`config.mk`:
```
export PLATFORM = sky130hd
export DESIGN_NAME = calendar_clock_with_dst_flat
export DESIGN_NICKNAME = d
export VERILOG_FILES = /design/src/hdl/cal_dst_pkg.sv /design/src/hdl/cal_dst_chan.sv /design/src/hdl/calendar_clock_with_dst.sv /design/src/flat_wrapper.sv
export VERILOG_INCLUDE_DIRS = /design/src /design/src/hdl
export SDC_FILE = /design/constraint.sdc
export NUM_CORES = 1
export LEC_CHECK = 0
export BUFFER_PORTS_ARGS = -buffer_cell sky130_fd_sc_hd__buf_4
export CAP_MARGIN = 10
export CORE_MARGIN = 2
export CORE_UTILIZATION = 30
export CTS_CLUSTER_DIAMETER = 60
export DETAILED_ROUTE_END_ITERATION = 8
export PLACE_DENSITY = 0.54
export RECOVER_POWER = 50
export SYNTH_ARGS = -nofsm -noshare
export SYNTH_HDL_FRONTEND = slang
export SYNTH_SLANG_ARGS = --single-unit
```
`constraint.sdc`:
```
create_clock -name clock -period 2.3 [get_ports clock]
set_clock_uncertainty 0.05 [all_clocks]
set_input_delay 0.69 -clock clock [delete_from_list [all_inputs] [get_ports clock]]
set_output_delay 0.69 -clock clock [all_outputs]
set_load 0.02 [all_outputs]
```
`src/hdl/calendar_clock_with_dst_assert.svh`:
```
// Assertion macros for the calendar clock block.
`ifndef CALENDAR_CLOCK_WITH_DST_ASSERT_SVH
`define CALENDAR_CLOCK_WITH_DST_ASSERT_SVH

// Checked only out of reset.
`ifndef SYNTHESIS
`define CAL_ASSERT(name, clk, rst, prop, msg) \
   name: assert property (@(posedge clk) disable iff (rst) prop) else $error(msg);
`else
`define CAL_ASSERT(name, clk, rst, prop, msg)
`endif

// Checked on every edge, reset included.
`ifndef SYNTHESIS
`define CAL_ASSERT_ALWAYS(name, clk, prop, msg) \
   name: assert property (@(posedge clk) prop) else $error(msg);
`else
`define CAL_ASSERT_ALWAYS(name, clk, prop, msg)
`endif

`endif

```
`src/hdl/cal_dst_pkg.sv`:
```
// Types, constants and helper functions of the calendar clock block.
package cal_dst_pkg;

   typedef enum logic {
      CMD_TICK = 1'b0,
      CMD_LOAD = 1'b1
   } cal_cmd_type;

   localparam logic [5:0] SEC_MAX      = 6'd59;
   localparam logic [5:0] MIN_MAX      = 6'd59;
   localparam logic [4:0] HOUR_MAX     = 5'd23;
   localparam logic [4:0] DST_PRE_HOUR = 5'd2;   // hour before the turn to 3
   localparam logic [4:0] DST_FWD_HOUR = 5'd4;
   localparam logic [4:0] DST_BACK_HOUR = 5'd2;
   localparam logic [4:0] DST_MIN_DAY  = 5'd24;  // shift only after this day
   localparam logic [4:0] DAY_FEB      = 5'd28;
   localparam logic [4:0] DAY_FEB_LEAP = 5'd29;
   localparam logic [4:0] DAY_LONG     = 5'd31;
   localparam logic [4:0] DAY_SHORT    = 5'd30;
   localparam logic [4:0] DAY_FIRST    = 5'd1;
   localparam logic [3:0] MONTH_JAN    = 4'd1;
   localparam logic [3:0] MONTH_FEB    = 4'd2;
   localparam logic [3:0] MONTH_MAR    = 4'd3;
   localparam logic [3:0] MONTH_OCT    = 4'd10;
   localparam logic [3:0] MONTH_NOV    = 4'd11;
   localparam logic [3:0] MONTH_DEC    = 4'd12;
   localparam logic [2:0] WDAY_SUN     = 3'd0;
   localparam logic [2:0] WDAY_SAT     = 3'd6;
   // Years 2100 and 2200 as offsets from 2000: century years that are not leap.
   localparam logic [7:0] YEAR_2100    = 8'd100;
   localparam logic [7:0] YEAR_2200    = 8'd200;

   localparam logic [5:0] RST_SEC   = 6'd0;
   localparam logic [5:0] RST_MIN   = 6'd0;
   localparam logic [4:0] RST_HOUR  = 5'd0;
   localparam logic [4:0] RST_DAY   = 5'd1;
   localparam logic [3:0] RST_MONTH = 4'd1;
   localparam logic [7:0] RST_YEAR  = 8'd19;
   localparam logic [2:0] RST_WDAY  = 3'd2;

   typedef struct packed {
      cal_cmd_type command;
      logic [4:0]  load_hours;
      logic [5:0]  load_minutes;
      logic [5:0]  load_seconds;
      logic [4:0]  load_day;
      logic [3:0]  load_month;
      logic [7:0]  load_year;
      logic [2:0]  load_weekday;
   } cal_req_type;

   typedef struct packed {
      logic [4:0] hours;
      logic [5:0] minutes;
      logic [5:0] seconds;
      logic [4:0] day;
      logic [3:0] month;
      logic [7:0] year;
      logic [2:0] weekday;
      logic       leap_year;
      logic       day_rollover;
      logic       dst_shifted;
   } cal_rsp_type;

   // Gregorian rule over 2000..2255: every fourth year, minus 2100 and 2200.
   function automatic logic cal_leap(input logic [7:0] yr);
      return (yr[1:0] == 2'b00) && (yr != YEAR_2100) && (yr != YEAR_2200);
   endfunction

   function automatic logic cal_long_month(input logic [3:0] m);
      return (m == 4'd1) || (m == 4'd3) || (m == 4'd5) || (m == 4'd7) ||
             (m == 4'd8) || (m == 4'd10) || (m == MONTH_DEC);
   endfunction

endpackage

```
`src/hdl/cal_dst_chan.sv`:
```
// Valid/ready channel carrying one payload beat of a given type.
interface cal_dst_chan #(
   parameter type data_type = logic
);
   logic     valid;
   logic     ready;
   data_type data;

   modport source (output valid, output data, input ready);
   modport sink   (input valid, input data, output ready);
endinterface

```
`src/hdl/calendar_clock_with_dst.sv`:
```
// Top level: real-time calendar clock with leap years and daylight saving.
//
//  channel   dir  handshake       payload
//  req_chan  in   valid / ready   cal_req_type: tick or full date/time load
//  rsp_chan  out  valid / ready   cal_rsp_type: clock after the beat + flags
//  csr_*     in   csr_wr_en       csr_wr_data: dst_enable
//
// One beat per cycle while rsp_chan is not stalled: the whole tick/load
// update is one combinational pass from the state registers into the state
// and result registers. Result appears in the cycle after the beat is taken.
// A held result blocks req only while rsp_chan is stalled; a result taken in
// the same cycle frees the slot for the next request.
// Reset (synchronous) sets 2019-01-01 00:00:00, Tuesday, daylight saving off.
`include "calendar_clock_with_dst_assert.svh"

module calendar_clock_with_dst (
   input  logic       clock,
   input  logic       reset,
   cal_dst_chan.sink  req_chan,
   cal_dst_chan.source rsp_chan,
   input  logic       csr_wr_en,
   input  logic       csr_wr_data
);
   import cal_dst_pkg::*;

   // clock state
   logic [5:0] sec_ff,  sec_in;
   logic [5:0] min_ff,  min_in;
   logic [4:0] hour_ff, hour_in;
   logic [4:0] day_ff,  day_in;
   logic [3:0] month_ff, month_in;
   logic [7:0] year_ff, year_in;
   logic [2:0] wday_ff, wday_in;
   logic       leap_ff, leap_in;
   logic       dst_done_ff, dst_done_in;
   logic       dst_en_ff;

   // result register
   logic        rsp_valid_ff, rsp_valid_in;
   cal_rsp_type rsp_data_ff,  rsp_data_in;

   cal_req_type req;
   logic        accept;
   logic        rolled;
   logic        shifted;

   assign req             = req_chan.data;
   // slot is free when empty or being drained this cycle
   assign req_chan.ready  = !rsp_valid_ff || rsp_chan.ready;
   assign accept          = req_chan.valid && req_chan.ready;
   assign rsp_chan.valid  = rsp_valid_ff;
   assign rsp_chan.data   = rsp_data_ff;

   always_comb begin
      sec_in      = sec_ff;
      min_in      = min_ff;
      hour_in     = hour_ff;
      day_in      = day_ff;
      month_in    = month_ff;
      year_in     = year_ff;
      wday_in     = wday_ff;
      leap_in     = leap_ff;
      dst_done_in = dst_done_ff;
      rolled      = 1'b0;
      shifted     = 1'b0;

      if (accept) begin
         if (req.command == CMD_LOAD) begin
            hour_in  = req.load_hours;
            min_in   = req.load_minutes;
            sec_in   = req.load_seconds;
            day_in   = req.load_day;
            month_in = req.load_month;
            year_in  = req.load_year;
            wday_in  = req.load_weekday;
            leap_in  = cal_leap(req.load_year);
         end else if (sec_ff < SEC_MAX) begin
            sec_in = sec_ff + 6'd1;
         end else begin
            sec_in = '0;
            if (min_ff < MIN_MAX) begin
               min_in = min_ff + 6'd1;
            end else begin
               min_in = '0;
               if (hour_ff < HOUR_MAX) begin
                  hour_in = hour_ff + 5'd1;
                  // turning to 3 on a late-month Sunday
                  if (hour_ff == DST_PRE_HOUR && dst_en_ff && wday_ff == WDAY_SUN &&
                      day_ff > DST_MIN_DAY && !dst_done_ff) begin
                     if (month_ff == MONTH_MAR) begin
                        hour_in     = DST_FWD_HOUR;
                        dst_done_in = 1'b1;
                        shifted     = 1'b1;
                     end else if (month_ff == MONTH_OCT) begin
                        hour_in     = DST_BACK_HOUR;
                        dst_done_in = 1'b1;
                        shifted     = 1'b1;
                     end
                  end
               end else begin
                  // midnight: advance the date
                  hour_in     = '0;
                  dst_done_in = 1'b0;
                  rolled      = 1'b1;
                  if (month_ff == MONTH_FEB) begin
                     if (day_ff < DAY_FEB) begin
                        day_in = day_ff + 5'd1;
                     end else if (day_ff == DAY_FEB && leap_ff) begin
                        day_in = DAY_FEB_LEAP;
                     end else begin
                        month_in = MONTH_MAR;
                        day_in   = DAY_FIRST;
                     end
                  end else if (cal_long_month(month_ff)) begin
                     if (day_ff < DAY_LONG) begin
                        day_in = day_ff + 5'd1;
                     end else if (month_ff == MONTH_DEC) begin
                        year_in  = year_ff + 8'd1;   // wraps 255 -> 0
                        leap_in  = cal_leap(year_ff + 8'd1);
                        month_in = MONTH_JAN;
                        day_in   = DAY_FIRST;
                     end else begin
                        month_in = month_ff + 4'd1;
                        day_in   = DAY_FIRST;
                     end
                  end else begin
                     // 30-day months; out-of-range months count as 30 days too
                     if (day_ff < DAY_SHORT) begin
                        day_in = day_ff + 5'd1;
                     end else begin
                        month_in = (month_ff >= MONTH_JAN && month_ff <= MONTH_NOV) ?
                                   month_ff + 4'd1 : MONTH_JAN;
                        day_in   = DAY_FIRST;
                     end
                  end
                  wday_in = (wday_ff >= WDAY_SAT) ? WDAY_SUN : wday_ff + 3'd1;
               end
            end
         end
      end

      rsp_data_in.hours        = hour_in;
      rsp_data_in.minutes      = min_in;
      rsp_data_in.seconds      = sec_in;
      rsp_data_in.day          = day_in;
      rsp_data_in.month        = month_in;
      rsp_data_in.year         = year_in;
      rsp_data_in.weekday      = wday_in;
      rsp_data_in.leap_year    = leap_in;
      rsp_data_in.day_rollover = rolled;
      rsp_data_in.dst_shifted  = shifted;

      rsp_valid_in = accept || (rsp_valid_ff && !rsp_chan.ready);
   end

   always_ff @(posedge clock) begin
      if (reset) begin
         sec_ff       <= RST_SEC;
         min_ff       <= RST_MIN;
         hour_ff      <= RST_HOUR;
         day_ff       <= RST_DAY;
         month_ff     <= RST_MONTH;
         year_ff      <= RST_YEAR;
         wday_ff      <= RST_WDAY;
         leap_ff      <= 1'b0;
         dst_done_ff  <= 1'b0;
         dst_en_ff    <= 1'b0;
         rsp_valid_ff <= 1'b0;
      end else begin
         sec_ff       <= sec_in;
         min_ff       <= min_in;
         hour_ff      <= hour_in;
         day_ff       <= day_in;
         month_ff     <= month_in;
         year_ff      <= year_in;
         wday_ff      <= wday_in;
         leap_ff      <= leap_in;
         dst_done_ff  <= dst_done_in;
         rsp_valid_ff <= rsp_valid_in;
         if (csr_wr_en) begin
            dst_en_ff <= csr_wr_data;
         end
      end
   end

   // payload register, no reset
   always_ff @(posedge clock) begin
      if (accept) begin
         rsp_data_ff <= rsp_data_in;
      end
   end

   // ---- checks ----
   `CAL_ASSERT_ALWAYS(a_stall_blocks_req, clock,
      (rsp_valid_ff && !rsp_chan.ready) |-> !req_chan.ready, "req taken while result stalled")
   `CAL_ASSERT(a_accept_gives_rsp, clock, reset,
      accept |=> rsp_valid_ff, "accepted beat produced no result")
   `CAL_ASSERT(a_shift_hour, clock, reset,
      (rsp_valid_ff && rsp_data_ff.dst_shifted) |->
      ((rsp_data_ff.hours == DST_FWD_HOUR || rsp_data_ff.hours == DST_BACK_HOUR) &&
       !rsp_data_ff.day_rollover && dst_done_ff), "bad daylight saving shift")
   `CAL_ASSERT(a_leap_match, clock, reset,
      rsp_valid_ff |-> (rsp_data_ff.leap_year == cal_leap(rsp_data_ff.year)),
      "leap flag does not match year")

endmodule
```
`src/flat_wrapper.sv`:
```
// flat-port wrapper written by rule: the top's interface ports become plain ports
module calendar_clock_with_dst_flat import cal_dst_pkg::*;
  (clock, reset, csr_wr_en, csr_wr_data, req_chan_valid, req_chan_data, req_chan_ready, rsp_chan_valid, rsp_chan_data, rsp_chan_ready);
  cal_dst_chan req_chan_i ();
  cal_dst_chan rsp_chan_i ();
  input  logic clock;
  input  logic reset;
  input  logic csr_wr_en;
  input  logic csr_wr_data;
  input wire logic [$bits(req_chan_i.valid)-1:0] req_chan_valid;
  input wire logic [$bits(req_chan_i.data)-1:0] req_chan_data;
  output wire logic [$bits(req_chan_i.ready)-1:0] req_chan_ready;
  output wire logic [$bits(rsp_chan_i.valid)-1:0] rsp_chan_valid;
  output wire logic [$bits(rsp_chan_i.data)-1:0] rsp_chan_data;
  input wire logic [$bits(rsp_chan_i.ready)-1:0] rsp_chan_ready;
  assign req_chan_i.valid = req_chan_valid;
  assign req_chan_i.data = req_chan_data;
  assign req_chan_ready = req_chan_i.ready;
  assign rsp_chan_valid = rsp_chan_i.valid;
  assign rsp_chan_data = rsp_chan_i.data;
  assign rsp_chan_i.ready = rsp_chan_ready;
  calendar_clock_with_dst u_core (.clock(clock), .reset(reset), .req_chan(req_chan_i), .rsp_chan(rsp_chan_i), .csr_wr_en(csr_wr_en), .csr_wr_data(csr_wr_data));
endmodule
```
# [Word level (Yosys, flattened, before mapping)]
# Cells that the tools add are included.
# W data, S select, Z words.
[totals] word_cells=110 register_bits=42 ram_bits=0 in_bits=7 mem_bits_ro=0 n_memories=0 latch_bits=0 output_inout_bits=3
[op_classes] n_eq_ne=18 n_lt_le_gt_ge=10 n_reduce_logical=30 n_div=0 bitwise_logic=6 add_sub_neg=7 muxes=27 n_mul=0 shifts=0
[ops] operator="$mux W5" count=10
[ops] operator="$mux W4" count=8
[ops] operator="$lt A5 B5 Y1 const B" count=4
[ops] operator="$reduce_and A8 Y1" count=2
[ops] operator="$add A6 B1 Y6 const B" count=2
[ops] operator="$eq A4 B4 Y1 const B" count=3
[ops] operator="$lt A6 B6 Y1 const B" count=2
[ops] operator="$mux W6" count=2
[ops] operator="$add A5 B1 Y5 const B" count=2
[ops] operator="$logic_and A1 B1 Y1" count=10
[ops] operator="$add A8 B1 Y8 const B" count=1
[ops] operator="$eq A4 B2 Y1 const B" count=2
[ops] operator="$eq A4 B3 Y1 const B" count=2
[ops] operator="$logic_or A1 B1 Y1" count=8
[ops] operator="$ne A8 B7 Y1 const B" count=1
[ops] operator="$ne A8 B8 Y1 const B" count=1
[ops] operator="$mux W1" count=6
[ops] operator="$ne A2 B2 Y1 const B" count=3
[ops] operator="$not A1 Y1" count=6
[ops] operator="$eq A5 B2 Y1 const B" count=1
[ops] operator="$eq A5 B5 Y1 const B" count=1
[ops] operator="$gt A5 B5 Y1 const B" count=1
[ops] operator="$reduce_and A5 Y1" count=1
[ops] operator="$add A4 B1 Y4 const B" count=1
[ops] operator="16 further kinds" count=18

# [Depth between registers and ports, before layout]
[depth] ltp_word=9 depth_mapped=8

# [Worst setup path after synthesis]
# No wires, ideal clock.
[synth_path] path_kind="register to register" startpoint="reg u_core.sec_ff[0]" endpoint="reg u_core.year_ff[6]" period_less_slack_ns=2.484 n_path_buf=2 arrival_time_ns=2.314 setup_time_ns=0.121 stages_incl_launch_ff=9 path_slack_ns=-0.184 path_cell_list="dfxtp_1 -> ha_1 -> o2111ai_4 -> or2_0 -> buf_2 -> or4_4 -> buf_6 -> nor3_1 -> mux2_2"
[synth_via] elab_chain_len=3
[synth_lines] item="from (decl)" line="calendar_clock_with_dst.sv:27" source="logic [5:0] sec_ff, sec_in;"
[synth_lines] item="from (signal assigned)" line="calendar_clock_with_dst.sv:170" source="sec_ff <= sec_in;"
[synth_lines] item="$lt A6 B6 Y1" line="calendar_clock_with_dst.sv:77" source="end else if (sec_ff < SEC_MAX) begin"
[synth_lines] item="$not A1 Y1 (no line)"
[synth_lines] item="$reduce_and A8 Y1 (no line)"
[synth_lines] item="to (signal assigned)" line="calendar_clock_with_dst.sv:175" source="year_ff <= year_in;"
[synth_lines] item="to (decl)" line="calendar_clock_with_dst.sv:32" source="logic [7:0] year_ff, year_in;"
# No other way between the ends.
# A chain may end at the register's enable or synchronous reset.

# [Worst setup path in the final report]
[layout_path] startpoint="reg u_core.min_ff[0]" endpoint="reg u_core.year_ff[6]"
[layout_via] elab_chain_len=3
[layout_lines] item="from (decl)" line="calendar_clock_with_dst.sv:28" source="logic [5:0] min_ff, min_in;"
[layout_lines] item="from (signal assigned)" line="calendar_clock_with_dst.sv:171" source="min_ff <= min_in;"
[layout_lines] item="$lt A6 B6 Y1" line="calendar_clock_with_dst.sv:81" source="if (min_ff < MIN_MAX) begin"
[layout_lines] item="$not A1 Y1 (no line)"
[layout_lines] item="$reduce_and A8 Y1 (no line)"
# No other way between the ends.

==> summary.md <==
| Metric | Value |
|---|---|
| Run status | `complete, but fails checks` |
| Failing checks | `setup timing` |
| Max-cap check violation count | `0` |
| Cell chain of the critical path | `ha_4 -> o2111ai_4 -> or2_4 -> or4_4 -> buf_6 -> nor3_4 -> mux2_2` |
| Critical path's slowest cell | `or4_4` |
| Post-route ant nets | `0` |
| CP endpoint | `u_core.year_ff[6]$_SDFFE_PP0P_` |
| CTS buffer count | `5` |
| Post-Synth Simple-Gate Area | `27.97%` |
| Slew headroom | `30.43%` |
| Initial core utilization | `between 30% and 40%` |
| Placed cell count | `418` |
| Overall routing resource usage | `a little over an eighth` |
| Root Buffer | `clkbuf_8` |
| Final Hold Vio Count | `0` |
| Setup slack at placement | `-0.09172 ns` |
| Final count of pins violating max slew | `0` |
| Seq. cell area | `860.8 µm²` |
| H-Tree Depth | `2` |
| Seq/Total Area, Yosys | `35.62%` |
| GR Overflow Total | `0` |
| Pwr dens | `455.7 nW/µm²` |
| FF-to-FF Start | `u_core.min_ff[0]$_SDFFE_PP0P_` |
| Remaining routing DRC violations | `0` |
| Crit path kind | `reg -> reg` |
| Non-Filler Instances | `428` |
| Post-DP Area | `2885 µm²` |
| Top FF cell, synth | `dfxtp_1` |
| CTS Buffer Depth | `2` |
| Cts hold-fix bufs | `0` |
| Highest fanout seen on the critical path | `8` |
| Skew-Pair Late Insertion Delay | `0.30 ns` |
| Vias/cell | `5.079` |
| Clock sink total | `42` |
| Final instance area | `slightly above 3000 µm²` |
| Synth Area in XOR/XNOR | `2.933%` |
| RR Endpoint | `u_core.year_ff[6]$_SDFFE_PP0P_` |
| Final layout net count | `around 350` |
| Tcrit/Tclk final | `100.5%` |
| Vias in the first global route | `2099` |
| Post-Synth Adder-Cell Area | `7.334%` |
| Main combinational cell family by area after synthesis | `simple AND/OR/NAND/NOR gates` |
| Number of I/O port buffers | `8` |
| Layout cells sized above 1 | `between 20% and 30%` |
| Post-synth net total | `between 200 and 300` |
| Setup crit start | `u_core.min_ff[0]$_SDFFE_PP0P_` |
| ANT cells | `0` |
| Pleak | `0.001125 µW` |
| Hpwl dp | `4112 µm` |
| Iteration-0 DRC Markers | `just under 80` |
| Largest net degree at the start of global routing | `50` |
| Cell variety after synth | `54` |
| FFs w/ async S/R, synth | `0%` |
| Top Ports | `10` |
| WL final | `about 5700 µm` |
| Synth-to-layout area growth | `28.44%` |
| Die area | `8692 µm²` |
| Startpoint Class | `flip-flop` |
| Synth Area in Compound Gates | `between 15 and 20%` |
| R2R setup slack | `-0.01 ns` |
| Site Rows | `32` |
| First-pass GRT wire length | `around 9500 µm` |
| Worst reg-to-reg path cell count | `7` |
| CTS tree | `done` |
| #FFs+latches synth | `42` |
| Wire per inst | `13.27 µm` |
| Multi-input gate area | `between 1500 and 2000 µm²` |
| WP data arrival | `2.45 ns` |
| Syn avg cell area | `8.749 µm²` |
| Vias after detailed routing | `2174` |
| First-pass iteration count of the detailed router | `4` |
| Setup TNS | `-0.02169 ns` |
| Slew @ Worst Pin | `1.044 ns` |
| Reg clk slew, reported paths | `~0.080 ns` |
| Synth Instances | `273` |
| Worst Hold Class | `reg -> reg` |
| Min Tclk post-route | `about 2.3 ns` |
| Die Width | `93.23 µm` |
| Gp weighted congestion | `0.8299` |
| Final setup fails | `2` |
| Syn Std Cell Area | `2389 µm²` |
| Worst Setup End Kind | `flip-flop` |
| Initial antenna violation count | `0` |
| WP data required | `about 2.4 ns` |
| Die Ht | `93.23 µm` |
| Fmax | `432.7 MHz` |
| RSZ-0062 raised after global routing | `yes` |
| Largest stage delay on the critical path | `0.54 ns` |
| Core area | `7727 µm²` |
| Mux cell area share after synthesis | `4.400%` |
| Ys Warns | `0` |
| Post-synth EDFFs | `1` |
| Final worst-path setup slack | `-0.01110 ns` |
| Fill cells | `795` |
| Max VDD drop | `0.0002241 V` |
## Yosys cell counts, types with 3 or more instances
| cell type | instances | area [µm²] |
|---|---|---|
| dfxtp_1 | 41 | 820.8 |
| a21oi_1 | 20 | 100.1 |
| nand2_1 | 19 | 71.32 |
| nor3_1 | 19 | 95.09 |
| nor2_1 | 17 | 63.81 |
| inv_1 | 15 | 56.30 |
| ha_1 | 14 | 175.2 |
| nand3_1 | 12 | 60.06 |
| o21ai_0 | 11 | 55.05 |
| nor2b_1 | 10 | 62.56 |
| mux2i_1 | 6 | 60.06 |
| a31oi_1 | 5 | 31.28 |
| o31ai_1 | 5 | 37.54 |
| or4_1 | 5 | 37.54 |
| xnor2_1 | 5 | 43.79 |
| mux2_2 | 4 | 45.04 |
| or2_2 | 4 | 25.02 |
| a41oi_1 | 3 | 26.28 |
| and3_2 | 3 | 22.52 |
| buf_6 | 3 | 33.78 |
| clkbuf_1 | 3 | 11.26 |
| nand4_1 | 3 | 18.77 |
| nor3b_1 | 3 | 22.52 |
| nor4_1 | 3 | 18.77 |
| xor2_1 | 3 | 26.28 |
## critical path: cells and delay by family, from the launching register on
kind	cells	cell delay, ns
simple gates	3	0.99
mux	1	0.34
fa+ha+maj	1	0.16
buf+inv	1	0.16
flops	1	0.36
compound gates	1	0.14
## repair_timing
item	4_1_cts	5_1_grt
setup buffers	1	1
pin swaps	1	8
hold endpoints to repair	0	0
endpoints found under the setup margin	4	13
resized for setup	4	20
## metal layers
layer  vias to the layer above  global-route usage [%]  routed length (µm)
li1                       1105                       -                   -
met1                      1035                   17.21                2701
met2                        24                   22.42                2706
met3                        10                   2.981                 145
met4                         0                   4.902                 128
met5                         -                       0                   0
## final cells by class
class / instances / share of cell area (%)
clock buffers: 7 / 2.488
well taps: 102 / 4.160
multi-input cells: 208 / 50.33
flip-flops and latches: 42 / 28.06
clock inverters: 1 / 0.9788
repair buffers: 53 / 12.15
inverters: 15 / 1.835
## registers in the layout (all words and copies together), names as in the netlist
name / count
u_core.year_ff: 8
u_core.min_ff: 6
u_core.sec_ff: 6
u_core.day_ff: 5
u_core.hour_ff: 5
u_core.month_ff: 4
u_core.wday_ff: 3
u_core.dst_done_ff: 1
u_core.dst_en_ff: 1
u_core.leap_ff: 1
u_core.rsp_chan.data: 1
u_core.rsp_chan.valid: 1
## per-stage QoR
| stage | util [%] | hold slack (ns) | power, µW |
|---|---|---|---|
| detailed placement | 37.34 | 0.4196 | 827.7 |
| global placement | 37.34 | 0.4001 | 826.7 |
| CTS | 38.96 | 0.4310 | 1423 |
| floorplan | - | 0.3745 | 799.8 |
| finish | 39.70 | 0.4241 | 1398 |
| global route | 39.70 | 0.4621 | 1459 |
## cell usage in the layout (no fill, tap or decap), types with 6 or more instances in the layout
cell type,count
nor2b_1,9
mux2i_1,6
nand3_1,12
inv_1,14
ha_1,10
nand2_1,18
nor2_1,16
dfxtp_1,35
o21ai_0,11
buf_4,43
clkbuf_1,9
nor3_1,18
a21oi_1,19
## how the worst min path moves through the flow
| stage | cells past startpoint | to | from |
|---|---|---|---|
| detailed placement | 2 | u_core.leap_ff$_SDFFE_PP0P_ | u_core.leap_ff$_SDFFE_PP0P_ |
| global route | 2 | u_core.leap_ff$_SDFFE_PP0P_ | u_core.leap_ff$_SDFFE_PP0P_ |
| CTS | 2 | u_core.leap_ff$_SDFFE_PP0P_ | u_core.leap_ff$_SDFFE_PP0P_ |
| floorplan | 2 | u_core.leap_ff$_SDFFE_PP0P_ | u_core.leap_ff$_SDFFE_PP0P_ |
| finish | 2 | u_core.leap_ff$_SDFFE_PP0P_ | u_core.leap_ff$_SDFFE_PP0P_ |
| global placement | 2 | u_core.leap_ff$_SDFFE_PP0P_ | u_core.leap_ff$_SDFFE_PP0P_ |
## kinds of logic after synthesis
kind of cell | count (synthesis)
xor+xnor | 8
fa+ha+maj | 14
buf+inv | 23
flops | 42
mux | 10
compound gates | 60
simple gates | 116
## power by group
part / switching [µW] / internal (µW) / total [µW] / leakage, µW
logic: 38.4 / 28.3 / 66.6 / 0.000729
registers: 5.01 / 736 / 741 / 0.000343
clock network: 265 / 325 / 591 / 0.0000524
total: 309 / 1090 / 1400 / 0.00112
(Power assumes the default switching activity.)
